**src/rtl/crfd_pkg.sv**
```systemverilog
// Shared types, constants and helpers for the camera raw frame decoder.
// No dependencies; every other file of the block depends on this package.
package crfd_pkg;

  // Geometry of the pixel store and of one channel block
  localparam int CHANNEL_COUNT      = 16;
  localparam int PIXELS_PER_CHANNEL = 128;
  localparam int BLOCK_WORDS        = 43;

  // Field widths
  localparam int WORD_W  = 32;
  localparam int ADDR_W  = 22;
  localparam int PIX_W   = 10;
  localparam int STAMP_W = 28;
  localparam int FH_W    = 12;

  // Configuration port
  localparam int CFG_INDEX_W = 4;
  localparam int CFG_DATA_W  = 12;
  localparam logic [CFG_INDEX_W-1:0] REG_FRAME_HEIGHT  = 4'd0;
  localparam logic [CFG_INDEX_W-1:0] REG_STRICT_CHECKS = 4'd1;
  localparam logic [FH_W-1:0]        FRAME_HEIGHT_RST  = 12'd1024;

  // Result kinds
  localparam logic [1:0] KIND_PIXEL = 2'd0;
  localparam logic [1:0] KIND_DONE  = 2'd1;
  localparam logic [1:0] KIND_ERROR = 2'd2;

  // Error causes
  localparam logic [1:0] CAUSE_MAGIC      = 2'd0;
  localparam logic [1:0] CAUSE_CHAN_HEAD  = 2'd1;
  localparam logic [1:0] CAUSE_DATA_TAG   = 2'd2;
  localparam logic [1:0] CAUSE_BLOCK_TAIL = 2'd3;

  // Stream marker words
  localparam logic [31:0] REP_WORD    = 32'h0111_1111;
  localparam logic [31:0] SYNC_WORD   = 32'h5111_1111;
  localparam logic [31:0] FILL_WORD_A = 32'h89ab_cdef;
  localparam logic [31:0] FILL_WORD_B = 32'h0123_4567;
  localparam logic [9:0]  TAIL_MAGIC  = 10'h055;

  // Block header field codes
  localparam logic [1:0] TAG_HEAD   = 2'd2;
  localparam logic [1:0] TAG_DATA   = 2'd3;
  localparam logic [3:0] BIT_DEPTH  = 4'd10;
  localparam logic [3:0] HDR_NIBBLE = 4'h5;

  // Maximum results per stream word
  localparam int MAX_RES = 3;

  typedef struct packed {
    logic [1:0]         kind;
    logic [ADDR_W-1:0]  pixel_address;
    logic [PIX_W-1:0]   pixel_value;
    logic [STAMP_W-1:0] frame_id;
    logic [STAMP_W-1:0] capture_stamp;
    logic [1:0]         error_cause;
    logic               last;
  } crfd_result_t;

  // Physical channel to store channel
  function automatic logic [3:0] chan_map(input logic [3:0] c);
    logic [3:0] m;
    case (c)
      4'd0:    m = 4'd15;
      4'd1:    m = 4'd13;
      4'd2:    m = 4'd14;
      4'd3:    m = 4'd12;
      4'd4:    m = 4'd10;
      4'd5:    m = 4'd8;
      4'd6:    m = 4'd11;
      4'd7:    m = 4'd7;
      4'd8:    m = 4'd9;
      4'd9:    m = 4'd6;
      4'd10:   m = 4'd5;
      4'd11:   m = 4'd2;
      4'd12:   m = 4'd4;
      4'd13:   m = 4'd3;
      4'd14:   m = 4'd0;
      default: m = 4'd1;
    endcase
    return m;
  endfunction

endpackage

```
**src/rtl/crfd_if.sv**
```systemverilog
// Valid/ready channel interfaces for the camera raw frame decoder.
// Depends on crfd_pkg for widths and the result type.
interface crfd_in_if;
  logic                        valid;
  logic                        ready;
  logic [crfd_pkg::WORD_W-1:0] data_word;
  modport source (output valid, output data_word, input ready);
  modport sink   (input valid, input data_word, output ready);
endinterface

interface crfd_out_if;
  logic                   valid;
  logic                   ready;
  crfd_pkg::crfd_result_t result;
  modport source (output valid, output result, input ready);
  modport sink   (input valid, input result, output ready);
endinterface

interface crfd_cfg_if;
  logic                             valid;
  logic                             ready;
  logic [crfd_pkg::CFG_INDEX_W-1:0] index;
  logic [crfd_pkg::CFG_DATA_W-1:0]  data;
  modport source (output valid, output index, output data, input ready);
  modport sink   (input valid, input index, input data, output ready);
endinterface

```
**src/rtl/crfd_parser.sv**
```systemverilog
// Frame parser: holds the stream state and turns one word into up to three results.
// Depends on crfd_pkg; instantiated by camera_raw_frame_decoder_top.
module crfd_parser (
  input  logic                                clk,
  input  logic                                rst_n,
  input  logic [crfd_pkg::WORD_W-1:0]         word,
  input  logic                                fire,
  input  logic [crfd_pkg::FH_W-1:0]           frame_height,
  input  logic                                strict_checks,
  output logic [1:0]                          res_count,
  output crfd_pkg::crfd_result_t              res [crfd_pkg::MAX_RES]
);
  import crfd_pkg::*;

  localparam logic [2:0] PH_HDR   = 3'd0;
  localparam logic [2:0] PH_BHEAD = 3'd1;
  localparam logic [2:0] PH_BDATA = 3'd2;
  localparam logic [2:0] PH_FOOT  = 3'd3;
  localparam logic [2:0] PH_POST0 = 3'd4;
  localparam logic [2:0] PH_POST1 = 3'd5;
  localparam logic [2:0] PH_FILL  = 3'd6;
  localparam logic [2:0] PH_HUNT  = 3'd7;

  logic [2:0]         phase_r, phase_nxt;
  logic [5:0]         wc_r, wc_nxt;
  logic [7:0]         bpix_r, bpix_nxt;
  logic [3:0]         bchan_r, bchan_nxt;
  logic [10:0]        brow_r, brow_nxt;
  logic [ADDR_W-1:0]  waddr_r, waddr_nxt;
  logic [STAMP_W-1:0] sfn_r, sfn_nxt;
  logic [STAMP_W-1:0] sts_r, sts_nxt;

  logic               do_hdr, do_fail;
  logic [1:0]         fail_cause;
  logic [2:0]         hidx;
  logic [3:0]         hnib, fnib;
  logic [31:0]        hdr_want, foot_want;
  logic [3:0]         bh_chan;
  logic [10:0]        bh_row;
  logic [7:0]         bh_pix;
  logic               bh_fix;
  logic [ADDR_W-1:0]  bh_base;
  logic [1:0]         tail_n;
  logic [FH_W-1:0]    row_plus1;

  function automatic crfd_result_t pix_res(input logic [ADDR_W-1:0] a,
                                           input logic [PIX_W-1:0] v);
    crfd_result_t r;
    r               = '0;
    r.kind          = KIND_PIXEL;
    r.pixel_address = a;
    r.pixel_value   = v;
    return r;
  endfunction

  // Decode one word against the current phase
  always_comb begin
    phase_nxt  = phase_r;
    wc_nxt     = wc_r;
    bpix_nxt   = bpix_r;
    bchan_nxt  = bchan_r;
    brow_nxt   = brow_r;
    waddr_nxt  = waddr_r;
    sfn_nxt    = sfn_r;
    sts_nxt    = sts_r;
    res_count  = 2'd0;
    for (int i = 0; i < MAX_RES; i++) res[i] = '0;
    do_hdr     = 1'b0;
    do_fail    = 1'b0;
    fail_cause = CAUSE_MAGIC;
    hidx       = wc_r[2:0];
    bh_chan    = chan_map(word[3:0]);
    bh_row     = word[14:4];
    bh_pix     = word[27:20];
    bh_fix     = (bh_row < 11'd2) && (bh_pix == 8'(PIXELS_PER_CHANNEL - 1));
    bh_base    = {bh_row, bh_chan, 7'd0};
    tail_n     = bpix_r[7:6];
    row_plus1  = {1'b0, brow_r} + 12'd1;
    fnib       = 4'd10 + {1'b0, wc_r[2:0]};
    if (wc_r[2:0] < 3'd6) begin
      foot_want = {4'h0, {7{fnib}}};
    end else if (wc_r[2:0] == 3'd6) begin
      foot_want = 32'd0;
    end else begin
      foot_want = REP_WORD;
    end

    case (phase_r)
      PH_HDR: begin
        do_hdr = 1'b1;
        hidx   = wc_r[2:0];
      end
      PH_BHEAD: begin
        if (strict_checks && (word[31:30] != TAG_HEAD || word[19:16] != BIT_DEPTH ||
            (!bh_fix && bh_pix != 8'(PIXELS_PER_CHANNEL)))) begin
          do_fail    = 1'b1;
          fail_cause = CAUSE_CHAN_HEAD;
        end else begin
          bchan_nxt = bh_chan;
          brow_nxt  = bh_row;
          bpix_nxt  = bh_pix;
          phase_nxt = PH_BDATA;
          wc_nxt    = 6'd1;
          // write the missing first pixel as zero
          if (bh_fix) begin
            res[0]    = pix_res(bh_base, '0);
            res_count = 2'd1;
            waddr_nxt = bh_base + 22'd1;
          end else begin
            waddr_nxt = bh_base;
          end
        end
      end
      PH_BDATA: begin
        if (strict_checks && word[31:30] != TAG_DATA) begin
          do_fail    = 1'b1;
          fail_cause = CAUSE_DATA_TAG;
        end else if (wc_r < 6'(BLOCK_WORDS)) begin
          res[0]    = pix_res(waddr_r, word[29:20]);
          res[1]    = pix_res(waddr_r + 22'd1, word[19:10]);
          res[2]    = pix_res(waddr_r + 22'd2, word[9:0]);
          res_count = 2'd3;
          waddr_nxt = waddr_r + 22'd3;
          wc_nxt    = wc_r + 6'd1;
        end else if (strict_checks && word[9:0] != TAIL_MAGIC) begin
          do_fail    = 1'b1;
          fail_cause = CAUSE_BLOCK_TAIL;
        end else begin
          // tail word: extra pixels sit above the magic field
          case (tail_n)
            2'd1: begin
              res[0] = pix_res(waddr_r, word[19:10]);
            end
            2'd2: begin
              res[0] = pix_res(waddr_r, word[29:20]);
              res[1] = pix_res(waddr_r + 22'd1, word[19:10]);
            end
            2'd3: begin
              res[0] = pix_res(waddr_r, {8'd0, word[31:30]});
              res[1] = pix_res(waddr_r + 22'd1, word[29:20]);
              res[2] = pix_res(waddr_r + 22'd2, word[19:10]);
            end
            default: begin
            end
          endcase
          res_count = tail_n;
          waddr_nxt = waddr_r + {20'd0, tail_n};
          wc_nxt    = 6'd0;
          if (row_plus1 < frame_height || bchan_r != 4'd1) begin
            phase_nxt = PH_BHEAD;
          end else begin
            phase_nxt = PH_FOOT;
          end
        end
      end
      PH_FOOT: begin
        if (strict_checks && word != foot_want) begin
          do_fail = 1'b1;
        end else if (wc_r[2:0] == 3'd7) begin
          phase_nxt            = PH_POST0;
          wc_nxt               = 6'd0;
          res[0].kind          = KIND_DONE;
          res[0].frame_id      = sfn_r;
          res[0].capture_stamp = sts_r;
          res_count            = 2'd1;
        end else begin
          wc_nxt = wc_r + 6'd1;
        end
      end
      PH_POST0: begin
        if (word == 32'd0) begin
          phase_nxt = PH_POST1;
        end else begin
          do_hdr = 1'b1;
          hidx   = 3'd0;
        end
      end
      PH_POST1: begin
        if (word == REP_WORD) begin
          phase_nxt = PH_FILL;
        end else if (strict_checks) begin
          do_fail = 1'b1;
        end else begin
          do_hdr = 1'b1;
          hidx   = 3'd1;
        end
      end
      PH_FILL: begin
        if (word != FILL_WORD_A && word != FILL_WORD_B) begin
          do_hdr = 1'b1;
          hidx   = 3'd0;
        end
      end
      default: begin
        // hunt: drop words until the first header word shows up
        if (word == SYNC_WORD) begin
          phase_nxt = PH_HDR;
          wc_nxt    = 6'd1;
        end
      end
    endcase

    // Frame header word
    hnib     = {1'b0, hidx} + 4'd1;
    hdr_want = {HDR_NIBBLE, {7{hnib}}};
    if (do_hdr) begin
      if (strict_checks && ((hidx < 3'd6) ? (word != hdr_want)
                                          : (word[31:28] != HDR_NIBBLE))) begin
        do_fail = 1'b1;
      end else begin
        if (hidx == 3'd6) sfn_nxt = word[27:0];
        if (hidx == 3'd7) sts_nxt = word[27:0];
        if (hidx == 3'd7) begin
          phase_nxt = PH_BHEAD;
          wc_nxt    = 6'd0;
        end else begin
          phase_nxt = PH_HDR;
          wc_nxt    = {3'd0, hidx} + 6'd1;
        end
      end
    end

    // Error: one result, then hunt
    if (do_fail) begin
      phase_nxt          = PH_HUNT;
      wc_nxt             = 6'd0;
      res[0]             = '0;
      res[0].kind        = KIND_ERROR;
      res[0].error_cause = fail_cause;
      res_count          = 2'd1;
    end

    // Mark the last result of this word
    for (int i = 0; i < MAX_RES; i++) begin
      res[i].last = (res_count == 2'(i + 1));
    end
  end

  // Advance the stream state on each consumed word
  always_ff @(posedge clk) begin
    if (!rst_n) begin
      phase_r <= PH_HDR;
      wc_r    <= '0;
      bpix_r  <= '0;
      bchan_r <= '0;
      brow_r  <= '0;
      waddr_r <= '0;
      sfn_r   <= '0;
      sts_r   <= '0;
    end else if (fire) begin
      phase_r <= phase_nxt;
      wc_r    <= wc_nxt;
      bpix_r  <= bpix_nxt;
      bchan_r <= bchan_nxt;
      brow_r  <= brow_nxt;
      waddr_r <= waddr_nxt;
      sfn_r   <= sfn_nxt;
      sts_r   <= sts_nxt;
    end
  end

  // An error always ends in the hunt phase
  a_err_hunts: assert property (@(posedge clk) disable iff (!rst_n)
    fire && res_count != 2'd0 && res[0].kind == KIND_ERROR |=> phase_r == PH_HUNT)
    else $error("error result did not enter hunt");

  // Data word count stays within the block
  a_wc_range: assert property (@(posedge clk) disable iff (!rst_n)
    phase_r == PH_BDATA |-> wc_r >= 6'd1 && wc_r <= 6'(BLOCK_WORDS))
    else $error("block word count out of range");

  // Three results only come from a data word
  a_three_data: assert property (@(posedge clk) disable iff (!rst_n)
    res_count == 2'd3 |-> phase_r == PH_BDATA && res[0].kind == KIND_PIXEL)
    else $error("burst of three outside block data");

endmodule

```
**src/rtl/camera_raw_frame_decoder_top.sv**
```systemverilog
// Top level of the camera raw frame decoder: input register, parser, result buffer.
// Depends on crfd_pkg, crfd_if (channel interfaces) and crfd_parser.
//
//  channel  dir  handshake    payload
//  in_ch    in   valid/ready  data_word[31:0]
//  out_ch   out  valid/ready  result: kind, pixel_address, pixel_value,
//                             frame_id, capture_stamp, error_cause, last
//  cfg_ch   in   valid/ready  index[3:0], data[11:0] (ready always high)
//
// A data word makes three pixel results, which leave one at a time on the
// one-result-wide output; header, footer and fill words make at most one result.
// The output port is the limit: a word is parsed once its results fit the
// three-entry result buffer, which reloads in the cycle its last entry leaves.
// An accepted word waits in the input register, its results in the result buffer.
// rst_n is synchronous; it clears parse state and valids and resets the settings.
// Output stalls back up through the buffer to in_ch.ready; nothing is dropped.
module camera_raw_frame_decoder_top (
  input  logic      clk,
  input  logic      rst_n,
  crfd_in_if.sink   in_ch,
  crfd_out_if.source out_ch,
  crfd_cfg_if.sink  cfg_ch
);
  import crfd_pkg::*;

  logic [FH_W-1:0]   frame_height_r;
  logic              strict_r;
  logic [WORD_W-1:0] word_r;
  logic              word_v_r;
  crfd_result_t      ent_r [MAX_RES];
  logic [1:0]        cnt_r;
  crfd_result_t      res [MAX_RES];
  logic [1:0]        res_count;
  logic              take, buf_free, fire, load;

  // Configuration writes
  assign cfg_ch.ready = 1'b1;
  always_ff @(posedge clk) begin
    if (!rst_n) begin
      frame_height_r <= FRAME_HEIGHT_RST;
      strict_r       <= 1'b0;
    end else if (cfg_ch.valid) begin
      if (cfg_ch.index == REG_FRAME_HEIGHT)  frame_height_r <= cfg_ch.data;
      if (cfg_ch.index == REG_STRICT_CHECKS) strict_r       <= cfg_ch.data[0];
    end
  end

  // Consume the held word once its results fit
  assign take     = out_ch.valid && out_ch.ready;
  assign buf_free = (cnt_r == 2'd0) || (take && cnt_r == 2'd1);
  assign fire     = word_v_r && (res_count == 2'd0 || buf_free);
  assign load     = fire && res_count != 2'd0;
  assign in_ch.ready = !word_v_r || fire;

  // Input register
  always_ff @(posedge clk) begin
    if (!rst_n) begin
      word_v_r <= 1'b0;
    end else if (in_ch.valid && in_ch.ready) begin
      word_v_r <= 1'b1;
    end else if (fire) begin
      word_v_r <= 1'b0;
    end
  end
  always_ff @(posedge clk) begin
    if (in_ch.valid && in_ch.ready) word_r <= in_ch.data_word;
  end

  crfd_parser u_parser (
    .clk           (clk),
    .rst_n         (rst_n),
    .word          (word_r),
    .fire          (fire),
    .frame_height  (frame_height_r),
    .strict_checks (strict_r),
    .res_count     (res_count),
    .res           (res)
  );

  // Result buffer: load a burst, shift one out per request
  always_ff @(posedge clk) begin
    if (!rst_n) begin
      cnt_r <= 2'd0;
    end else if (load) begin
      cnt_r <= res_count;
    end else if (take) begin
      cnt_r <= cnt_r - 2'd1;
    end
  end
  always_ff @(posedge clk) begin
    if (load) begin
      for (int i = 0; i < MAX_RES; i++) ent_r[i] <= res[i];
    end else if (take) begin
      for (int i = 0; i < MAX_RES - 1; i++) ent_r[i] <= ent_r[i+1];
    end
  end

  assign out_ch.valid  = (cnt_r != 2'd0);
  assign out_ch.result = ent_r[0];

  a_cnt_range: assert property (@(posedge clk) disable iff (!rst_n)
    cnt_r <= 2'd3)
    else $error("result buffer count overflow");

  // The head carries last exactly when it is the final entry
  a_last_head: assert property (@(posedge clk) disable iff (!rst_n)
    out_ch.valid |-> (ent_r[0].last == (cnt_r == 2'd1)))
    else $error("last flag out of step with buffer count");

  a_load_free: assert property (@(posedge clk) disable iff (!rst_n)
    load |-> (cnt_r == 2'd0 || (take && cnt_r == 2'd1)))
    else $error("burst loaded over pending results");

  a_err_single: assert property (@(posedge clk) disable iff (!rst_n)
    load && res[0].kind == KIND_ERROR |=> cnt_r == 2'd1)
    else $error("error burst holds more than one result");

endmodule

```
**src/flat_wrapper.sv**
```systemverilog
// flat-port wrapper written by rule: the top's interface ports become plain ports
module camera_raw_frame_decoder_top_flat import crfd_pkg::*;
  (clk, rst_n, in_ch_valid, in_ch_data_word, in_ch_ready, out_ch_valid, out_ch_result, out_ch_ready, cfg_ch_valid, cfg_ch_index, cfg_ch_data, cfg_ch_ready);
  crfd_in_if in_ch_i ();
  crfd_out_if out_ch_i ();
  crfd_cfg_if cfg_ch_i ();
  input  logic clk;
  input  logic rst_n;
  input wire logic [$bits(in_ch_i.valid)-1:0] in_ch_valid;
  input wire logic [$bits(in_ch_i.data_word)-1:0] in_ch_data_word;
  output wire logic [$bits(in_ch_i.ready)-1:0] in_ch_ready;
  output wire logic [$bits(out_ch_i.valid)-1:0] out_ch_valid;
  output wire logic [$bits(out_ch_i.result)-1:0] out_ch_result;
  input wire logic [$bits(out_ch_i.ready)-1:0] out_ch_ready;
  input wire logic [$bits(cfg_ch_i.valid)-1:0] cfg_ch_valid;
  input wire logic [$bits(cfg_ch_i.index)-1:0] cfg_ch_index;
  input wire logic [$bits(cfg_ch_i.data)-1:0] cfg_ch_data;
  output wire logic [$bits(cfg_ch_i.ready)-1:0] cfg_ch_ready;
  assign in_ch_i.valid = in_ch_valid;
  assign in_ch_i.data_word = in_ch_data_word;
  assign in_ch_ready = in_ch_i.ready;
  assign out_ch_valid = out_ch_i.valid;
  assign out_ch_result = out_ch_i.result;
  assign out_ch_i.ready = out_ch_ready;
  assign cfg_ch_i.valid = cfg_ch_valid;
  assign cfg_ch_i.index = cfg_ch_index;
  assign cfg_ch_i.data = cfg_ch_data;
  assign cfg_ch_ready = cfg_ch_i.ready;
  camera_raw_frame_decoder_top u_core (.clk(clk), .rst_n(rst_n), .in_ch(in_ch_i), .out_ch(out_ch_i), .cfg_ch(cfg_ch_i));
endmodule
```
**config.mk**
```make
export PLATFORM = sky130hd
export DESIGN_NAME = camera_raw_frame_decoder_top_flat
export DESIGN_NICKNAME = d
export VERILOG_FILES = /design/src/rtl/crfd_pkg.sv /design/src/rtl/crfd_if.sv /design/src/rtl/crfd_parser.sv /design/src/rtl/camera_raw_frame_decoder_top.sv /design/src/flat_wrapper.sv
export SDC_FILE = /design/constraint.sdc
export NUM_CORES = 1
export LEC_CHECK = 0
export BUFFER_PORTS_ARGS = -buffer_cell sky130_fd_sc_hd__buf_2
export CORE_ASPECT_RATIO = 0.5
export CORE_MARGIN = 2
export CORE_UTILIZATION = 55
export DETAILED_ROUTE_END_ITERATION = 8
export GPL_TIMING_DRIVEN = 0
export PLACE_DENSITY = 0.75
export SYNTH_ARGS = -nofsm -noshare
export SYNTH_HDL_FRONTEND = slang
export SYNTH_SLANG_ARGS = --single-unit
export TNS_END_PERCENT = 20
```
**constraint.sdc**
```tcl
create_clock -name clk -period 15.83 [get_ports clk]
set_input_delay 1.583 -clock clk [delete_from_list [all_inputs] [get_ports clk]]
set_output_delay 1.583 -clock clk [all_outputs]
set_load 0.05 [all_outputs]
```
==> run summary, run 1 <==
The run finished with clean final reports. The weighted congestion reported at the end of routability-driven placement came out at 0.9726. Timing analysis after detailed placement gives a worst setup slack of 9.293 ns. The area growth from synthesis to layout is 15.37%.

The half-perimeter wire length of the detailed placement result is 31490 um. The repair_antennas step left the layout with diodes totalling 0. The sequential cell area fraction in the yosys report came out at 50.77%.

The met3 usage in global routing is 4.981%. The boundary pin count is 149. The post-synthesis area per instance came out at 10.11 um2. The highest net fanout along the worst path came out at 10. The number of antenna violations at the first check in global routing came out at 0.

The global-route met2 utilization came out at 43.52%. The CTS tree is yes. In the final routed layout, each cell accounts on average for 20.34 um. The total via count in the routed design came out at 13003. For the final database, setup skew stands at 0.01739 ns. The worst max-slew margin expressed relative to the limit is 32.94%. The max-cap check violation count is 0. In this run the vertical extent of the chip is 125.3 um. The iteration count of the initial detailed-routing pass came out at 6. The number of buffers added on ports is 146. The data arrival time of the critical path came out at 5.72 ns. The total chip power is 2.205 mW. Counting every instance in the synthesized netlist gives 1601.

The floorplan die width is 246.6 um. The required time of the critical path is 14.25 ns. The min-delay analysis places its worst path in the category reg2reg. The number of fill cells in the layout came out at 2354. The initial cell density of the core is 55.89%. Wires add up to 44820 um. The most numerous cell on the critical path is sky130_fd_sc_hd__nor2_1. The global routing stage identified its most utilized layer as met2. The buffer levels on the longest clock path came out at 3. In this run the clock root is driven by a sky130_fd_sc_hd__clkbuf_16. The area of the multi-input gates is 6605 um2. The worst supply voltage drop on vdd came out at 78.93 uV. The post-cts hold buffer count is 0. Excluding fillers, the count of instances in the completed layout stands at 2203.

The wire length of the first global-routing pass is 68860 um. The actual transition at the worst max-transition pin came out at 1.006 ns. The worst setup slack after layout came out at 8.522 ns.

The minimum clock period came out at 7.308 ns. The number of buffers created by CTS came out at 29. In this design, the stage delay of the slowest critical-path cell is 0.61 ns.

The number of global-route vias before repair is 12002. After routing the design area is 18670 um2. The async set-reset flop share out of synthesis came out at 0%.

The prevailing post-synth register cell is sky130_fd_sc_hd__edfxtp_1. The number of failing hold endpoints at the final stage came out at 0. The met1 global-route usage came out at 42.70%. Global routing consumed, over all layers together, 28.80% of the routing resources. The per-cell via count in the routed design came out at 5.902.

The number of nets still failing antenna checks after routing is 0. The worst-path cell with the longest stage delay is sky130_fd_sc_hd__or4_4. The post-placement cell count came out at 2148. The number of buffers and inverters on the critical path is 4.

The clock sink total is 315. Setup repair after global routing left no endpoint under its margin. The post-synth net total came out at 1682.

STA classifies the critical path endpoint as an output pin. The fraction of the cycle the final worst path needs came out at 46.16%. The pin count of the biggest net entering global routing is 33. The cell area after synthesis came out at 16190 um2.

The post-CTS setup buffer count came out at 0. The global route total overflow came out at 0. Summing all placed instances gives a cell area of 17600 um2. The share of post-route cells with drive strength above 1 is 18.82%. The number of flops mapped to enable cells by yosys came out at 191. The fraction of the core area covered by cells at the end of the flow came out at 64.48%. In the final design database the tool counted 1870 nets. The number of slew-limit violations in the final report came out at 0. The number of gates resized after cts is 0.

The deepest level of the CTS H-tree came out at 1. The analysis attributes to cell leakage a power of 7.039 nW. The final setup violation count came out at 0. In this design, the largest share of critical-path delay is due to simple AND/OR/NAND/NOR gates. The detailed router finished its first iteration with 1467 violations.

The number of different library cells used by synthesis comes to 82. The category of the worst setup path launch point is a flop. The critical path in this run is classified as reg2out. The cell area power density is 118.1 nW/um2.

The floorplan core area came out at 28960 um2. The register cell area after layout came out at 8218 um2. The Yosys step of the flow raised 0 warnings. The maximum clock frequency came out at 0.1368 GHz. Clock-pin slew was measured on the worst setup and hold paths at 0.07 ns. The worst-skew pair later-pin latency is 0.58 ns.

In this run, synthesis produced a sequential element count of 315. The count of unresolved DRC violations after routing came out at 0. The overall die area is 30900 um2. In this run the core area contains 44 standard-cell rows. Walking the worst path, the cells encountered are clkbuf_1 > or4_4 > nand4bb_1 > or3_1 > o221ai_1 > nor2_1 > nor2_1 > ha_1 > or4_1 > a211oi_1 > nand4_1 > a211oi_4 > o21a_2 > buf_2 > nor2_1 > inv_1 > buf_2.
-- routing by layer --
layer	wire [um]	share of wire, %	vias up
met5	0	0	-
met1	19870	44	6187
met4	1341	3.0	0
met3	4078	9.1	107
met2	19530	44	697
li1	-	-	6012
-- layout make-up --
class / count / area share [%]
Sequential cell: 315 / 44.01
Inverter: 43 / 0.8644
Clock buffer: 42 / 4.697
Buffer: 213 / 6.533
Timing Repair Buffer: 157 / 5.025
Clock inverter: 12 / 0.8778
Tap cell: 391 / 2.620
Multi-Input combinational cell: 1030 / 35.37
-- metrics by stage --
step | setup TNS [ns] | hold WS (ns)
6_report | 0 | 0.4517
5_1_grt | 0 | 0.4692
4_1_cts | 0 | 0.4547
3_5_place_dp | 0 | 0.4427
3_3_place_gp | -310.42 | 0.4381
2_1_floorplan | 0 | 0.4301
-- kinds of logic after synthesis --
group / count (synthesis) / synth area share [%]
AOI/OAI and AO/OA: 268 / 11.96
xor gates and xnor gates: 53 / 2.868
adders and majority gates: 28 / 2.211
buffers and inverters: 256 / 8.534
DFF: 315 / 50.77
muxes: 100 / 6.231
other: 1 / 0.02317
and+or+nand+nor: 580 / 17.40
-- cells in the mapped netlist, types with 7 or more instances --
library cell / instances / area [um2]
sky130_fd_sc_hd__a22oi_1: 17 / 127.6
sky130_fd_sc_hd__nor2_1: 114 / 427.9
sky130_fd_sc_hd__buf_2: 9 / 45.04
sky130_fd_sc_hd__a22o_1: 45 / 394.1
sky130_fd_sc_hd__o21ai_0: 45 / 225.2
sky130_fd_sc_hd__xnor2_1: 22 / 192.7
sky130_fd_sc_hd__nand3_1: 36 / 180.2
sky130_fd_sc_hd__inv_1: 42 / 157.7
sky130_fd_sc_hd__buf_1: 9 / 33.78
sky130_fd_sc_hd__nand2_1: 223 / 837.1
sky130_fd_sc_hd__o31ai_1: 33 / 247.7
sky130_fd_sc_hd__a211oi_1: 7 / 52.55
sky130_fd_sc_hd__xor2_1: 31 / 271.5
sky130_fd_sc_hd__dfxtp_1: 124 / 2482
sky130_fd_sc_hd__nor3_1: 17 / 85.08
sky130_fd_sc_hd__mux2i_1: 97 / 970.9
sky130_fd_sc_hd__or4_1: 12 / 90.09
sky130_fd_sc_hd__and2_1: 61 / 381.6
sky130_fd_sc_hd__edfxtp_1: 191 / 5736
sky130_fd_sc_hd__and3_1: 20 / 125.1
sky130_fd_sc_hd__nor4_1: 15 / 93.84
sky130_fd_sc_hd__buf_4: 97 / 728.2
sky130_fd_sc_hd__o22ai_1: 9 / 56.30
sky130_fd_sc_hd__nand4_1: 22 / 137.6
sky130_fd_sc_hd__o211ai_1: 11 / 82.58
sky130_fd_sc_hd__or3_1: 8 / 50.05
sky130_fd_sc_hd__clkbuf_1: 92 / 345.3
sky130_fd_sc_hd__nor2b_1: 16 / 100.1
sky130_fd_sc_hd__a21oi_1: 38 / 190.2
sky130_fd_sc_hd__ha_1: 27 / 337.8
-- sequential cells by signal, indices dropped and copies added, names as in the netlist, 3 cells and up --
| name | flops |
|---|---|
| u_core.word_r | 32 |
| u_core.u_parser.sfn_r | 28 |
| u_core.u_parser.sts_r | 28 |
| u_core.u_parser.wc_r | 6 |
| u_core.frame_height_r | 12 |
| u_core.u_parser.bh_chan | 4 |
| u_core.u_parser.waddr_r | 22 |
| u_core.u_parser.brow_r | 11 |
| u_core.u_parser.bchan_r | 4 |
| u_core.ent_r | 159 |
| u_core.u_parser.phase_r | 3 |
-- tightest hold or removal path: stages, from the launching register on --
cell and delay [ns]:
sky130_fd_sc_hd__dfxtp_1 0.30, sky130_fd_sc_hd__nand2_1 0.05, sky130_fd_sc_hd__mux2i_1 0.05
-- placed cells by master, fill, tap and decap left out, types with 11 or more instances in the layout --
cell type                   synthesis  layout
sky130_fd_sc_hd__xnor2_1           22      22
sky130_fd_sc_hd__a22oi_1           17      17
sky130_fd_sc_hd__or4_1             12      12
sky130_fd_sc_hd__edfxtp_1         191     191
sky130_fd_sc_hd__nor2b_1           16      16
sky130_fd_sc_hd__inv_1             42      41
sky130_fd_sc_hd__and3_1            20      20
sky130_fd_sc_hd__a22o_1            45      45
sky130_fd_sc_hd__xor2_1            31      31
sky130_fd_sc_hd__dfxtp_1          124     124
sky130_fd_sc_hd__mux2i_1           97      97
sky130_fd_sc_hd__nor4_1            15      15
sky130_fd_sc_hd__o211ai_1          11      11
sky130_fd_sc_hd__nor2_1           114     114
sky130_fd_sc_hd__o31ai_1           33      32
sky130_fd_sc_hd__clkbuf_1          92      97
sky130_fd_sc_hd__nand2_1          223     223
sky130_fd_sc_hd__nand3_1           36      36
sky130_fd_sc_hd__a21oi_1           38      38
sky130_fd_sc_hd__buf_2              9     155
sky130_fd_sc_hd__nand4_1           22      22
sky130_fd_sc_hd__nor3_1            17      16
sky130_fd_sc_hd__o21ai_0           45      45
sky130_fd_sc_hd__clkbuf_16          0      31
sky130_fd_sc_hd__ha_1              27      27
sky130_fd_sc_hd__buf_4             97      97
sky130_fd_sc_hd__and2_1            61      61
-- power breakdown --
part / switching, mW / internal, mW / total, mW
Sequential: 0.0260 / 0.953 / 0.979
Combinational: 0.317 / 0.140 / 0.457
Clock: 0.319 / 0.450 / 0.769
-- worst paths after layout --
kind / slack, ns / end / startpoint / cells after the start
worst min register to register: 0.45 / u_core.u_parser.sts_r[6]$_SDFFE_PN0P_ / u_core.u_parser.sts_r[6]$_SDFFE_PN0P_ / 2
worst min-delay path: 0.45 / u_core.u_parser.sts_r[6]$_SDFFE_PN0P_ / u_core.u_parser.sts_r[6]$_SDFFE_PN0P_ / 2
worst max register to register: 9.58 / u_core.u_parser.bh_chan[1]$_DFF_P_ / u_core.word_r[2]$_DFFE_PP_ / 20
worst max-delay path: 8.52 / in_ch_ready / u_core.word_r[2]$_DFFE_PP_ / 17
Power figures use the tool's default switching activity.
==> inputs of run 2 (changes only) <==
--- a/config.mk
+++ b/config.mk
@@ -8,10 +8,10 @@
 export BUFFER_PORTS_ARGS = -buffer_cell sky130_fd_sc_hd__buf_2
 export CORE_ASPECT_RATIO = 0.5
 export CORE_MARGIN = 2
-export CORE_UTILIZATION = 55
+export CORE_UTILIZATION = 54
 export DETAILED_ROUTE_END_ITERATION = 8
 export GPL_TIMING_DRIVEN = 0
-export PLACE_DENSITY = 0.75
+export PLACE_DENSITY = 0.76
 export SYNTH_ARGS = -nofsm -noshare
 export SYNTH_HDL_FRONTEND = slang
 export SYNTH_SLANG_ARGS = --single-unit
==> constraint.sdc (replaced) <==
create_clock -name clk -period 6.4 [get_ports clk]
set_input_delay 0.64 -clock clk [delete_from_list [all_inputs] [get_ports clk]]
set_output_delay 0.64 -clock clk [all_outputs]
set_load 0.05 [all_outputs]
==> run 2 against run 1 <==
  * Hold slack got worse by 0.20 ns
  * Clock power rose by 120%
  * Global-route usage fell by 0.84 points
  * Clock-buffer cell count fell by 2
  * Highest routed layer unchanged
  * Non-clock buffer count rose by 1
  * Largest power group unchanged
  * Combinational power rose by 150%
  * Final cell count did not move
==> run summary, run 2 (synthesis results as in run 1) <==
The number of nets still failing antenna checks after routing is 0 (unchanged). The number of global-route vias before repair is 12309 (was 12002). The worst supply voltage drop on vdd came out at 220.2 uV (was 78.93 uV).

The clock sink total came to 315 (unchanged). The largest stage delay on the critical path is 0.50 ns (was 0.61 ns). The type of destination of the critical path is an output pin (unchanged).

The number of slew-limit violations in the final report is 0 (unchanged). The floorplan core area came out at 29230 um2 (was 28960 um2). The kind of cell adding the most delay to the critical path was simple AND/OR/NAND/NOR gates (unchanged).

The register containing the most flip-flops in the final layout was u_core.ent_r (unchanged). The number of gates resized after cts is 0 (unchanged). The final setup violation count came out at 0 (unchanged).

The number of failing hold endpoints at the final stage is 0 (unchanged). The wire length of the first global-routing pass came out at 68860 um (about the same). The actual transition at the worst max-transition pin is 1.023 ns (was 1.006 ns). The number of antenna violations at the first check in global routing came out at 1 (was 0). Ordered cell list for the critical path: clkbuf_1 > nor3_1 > nand4_1 > or3_4 > o221ai_2 > nor2_1 > nor2_1 > ha_2 > or4_1 > a211oi_1 > nand4_1 > a211oi_4 > o21a_2 > buf_6 > nor2_1 > inv_1 > buf_2 (was clkbuf_1 > or4_4 > nand4bb_1 > or3_1 > o221ai_1 > nor2_1 > nor2_1 > ha_1 > or4_1 > a211oi_1 > nand4_1 > a211oi_4 > o21a_2 > buf_2 > nor2_1 > inv_1 > buf_2).

The post-cts hold buffer count is 0 (unchanged). The count of unresolved DRC violations after routing came out at 0 (unchanged). The endpoint of the worst-slack reg-to-reg timing path is u_core.ent_r[0][77]$_DFFE_PP_ (was u_core.u_parser.bh_chan[1]$_DFF_P_). The setup clock skew after layout was 0.01324 ns (was 0.01739 ns). The sink of the worst hold path was u_core.word_r[10]$_DFFE_PP_ (was u_core.u_parser.sts_r[6]$_SDFFE_PN0P_). The number of rows created at floorplan came out at 44 (unchanged). The total via count in the routed design came out at 13004 (was 13003). The worst max-slew margin expressed relative to the limit is 31.77% (was 32.94%). The floorplan die width is 248.8 um (was 246.6 um). The deepest level of the CTS H-tree is 1 (unchanged). The register-to-register setup slack came out at 0.35 ns (was 9.58 ns). The hold path startpoint is in_ch_data_word[10] (was u_core.u_parser.sts_r[6]$_SDFFE_PN0P_). The beginning of the worst register-to-register path is u_core.word_r[13]$_DFFE_PP_ (was u_core.word_r[2]$_DFFE_PP_).

The max-cap check violation count came out at 0 (unchanged). The initial cell density of the core is 55.37% (was 55.89%). The worst min-delay path class is in2reg (was reg2reg).

The category of the worst setup path launch point is a flop (unchanged). The number of flip-flops in the largest register is 159 (unchanged). The iteration count of the initial detailed-routing pass was 6 (unchanged). The accumulated negative setup slack was 0 ns (unchanged). Run status: complete, no violations (unchanged).

RSZ-0062 raised after global routing: false (unchanged). The number of buffers added on ports came out at 146 (unchanged). The buffering stage count on the worst path with inverters included is 4 (unchanged).

The most numerous cell on the critical path is sky130_fd_sc_hd__nor2_1 (unchanged). The buffer type at the clock tree root is sky130_fd_sc_hd__clkbuf_16 (unchanged). The clock transition time at the flip-flop clock pins of the worst setup and hold paths is 0.07 ns (about the same).

The worst-skew pair later-pin latency came out at 0.56 ns (was 0.58 ns). The required time of the critical path is 5.76 ns (was 14.25 ns). The overall die area is 31460 um2 (was 30900 um2). The fraction of the cycle the final worst path needs is 95.34%. The post-CTS setup buffer count is 0 (unchanged).

The kind of critical path is reg2out (unchanged). The total detailed-routing wirelength is 44710 um (was 44820 um). The highest net fanout along the worst path is 10 (unchanged). The cell area power density is 283.5 nW/um2 (was 118.1 nW/um2). The pin count of the biggest net entering global routing is 33 (unchanged).

The CTS tree is yes (unchanged). The data arrival time of the critical path was 5.46 ns (was 5.72 ns). The worst-path cell with the longest stage delay is sky130_fd_sc_hd__nor3_1 (was sky130_fd_sc_hd__or4_4). The final routed wire length divided by cell count came out at 20.30 um (was 20.34 um).

The total chip power is 5.265 mW (was 2.205 mW). The buffer levels on the longest clock path came out at 3 (unchanged). The share of post-route cells with drive strength above 1 came out at 19.04% (was 18.82%).

The cell count of the worst reg-to-reg path came out at 16 (was 20). The floorplan die height was 126.4 um (was 125.3 um). The number of violations reported at the end of detailed-routing iteration 0 is 1443 (was 1467). The net count of the finished layout is 1871 (was 1870). The boundary pin count came out at 149 (unchanged).

The most common library cell in the layout ignoring fill and taps is sky130_fd_sc_hd__nand2_1 (unchanged). The antenna diode instance count is 0 (unchanged). The number of buffers created by CTS is 29 (unchanged).

The weighted congestion reported at the end of routability-driven placement is 0.9671 (was 0.9726). The area growth from synthesis to layout is 14.75% (was 15.37%). The worst hold margin came out at 0.2507 ns (was 0.4517 ns). The per-cell via count in the routed design is 5.903 (was 5.902).

Largest registers: u_core.ent_r: 159 flops, u_core.word_r: 32 flops (unchanged). The global route total overflow came out at 0 (unchanged). The overall track demand over capacity in global routing is 27.96% (was 28.80%). The worst hold path stage count came out at 1 (was 2). The half-perimeter wire length of the detailed placement result was 31830 um (was 31490 um). The minimum clock period is 6.101 ns. The static leakage is 6.970 nW (was 7.039 nW). Commonest cells after routing, fill and taps aside: 223 x sky130_fd_sc_hd__nand2_1, 191 x sky130_fd_sc_hd__edfxtp_1, 154 x sky130_fd_sc_hd__buf_2, 124 x sky130_fd_sc_hd__dfxtp_1, 113 x sky130_fd_sc_hd__nor2_1 (was 223 x sky130_fd_sc_hd__nand2_1, 191 x sky130_fd_sc_hd__edfxtp_1, 155 x sky130_fd_sc_hd__buf_2, 124 x sky130_fd_sc_hd__dfxtp_1, 114 x sky130_fd_sc_hd__nor2_1). Based on the critical path, the design can be clocked at up to 0.1639 GHz.
[run 2: worst max path at each step]
| stage | startpoint | to | slack, ns | depth (start not counted) |
|---|---|---|---|---|
| 2_1_floorplan | u_core.word_r[19]$_DFFE_PP_ | u_core.cnt_r[1]$_SDFFE_PN0P_ | -0.60 | 16 |
| 3_5_place_dp | u_core.word_r[13]$_DFFE_PP_ | u_core.word_r[30]$_DFFE_PP_ | 0.21 | 16 |
| 6_report | u_core.word_r[13]$_DFFE_PP_ | in_ch_ready | 0.30 | 17 |
| 3_3_place_gp | u_core.word_r[14]$_DFFE_PP_ | u_core.cnt_r[1]$_SDFFE_PN0P_ | -2.73 | 16 |
| 5_1_grt | u_core.word_r[13]$_DFFE_PP_ | in_ch_ready | 0.07 | 17 |
| 4_1_cts | u_core.word_r[13]$_DFFE_PP_ | u_core.word_r[29]$_DFFE_PP_ | 0.18 | 16 |
[run 2: power breakdown]
part	total [mW]	leakage [nW]	internal, mW	switching [mW]
Sequential	2.42	2.83	2.36	0.0648
Combinational	1.12	3.70	0.343	0.781
Clock	1.72	0.448	0.952	0.769
Total	5.27	6.97	3.65	1.61
[run 2: layout make-up]
cell class                 count  area [um2]
fill                        2336       10660
sequential                   315        8218
multi-input combinational   1030        6635
buffer                       213        1226
timing repair buffer         158       924.6
clock buffer                  40       797.0
tap                          391       489.2
inverter                      43       161.4
clock inverter                13       121.4
[run 2: layer usage]
metal | up-vias | GRT usage (%) | share of wire, %
met5 | - | 0 | 0
met2 | 688 | 43.86 | 44
li1 | 6012 | - | -
met1 | 6188 | 38.95 | 43
met3 | 116 | 6.382 | 10
met4 | 0 | 8.449 | 2.9
[run 2: metrics by stage]
stage | util, % | instances | area (um2) | setup slack, ns
floorplan | - | 1601 | 16240 | -0.5959
global placement | 59.71 | 2138 | 17460 | -2.726
detailed placement | 60.30 | 2149 | 17630 | 0.2088
CTS | 63.44 | 2202 | 18550 | 0.1783
global route | 63.53 | 2203 | 18570 | 0.06863
finish | 63.53 | 2203 | 18570 | 0.2985
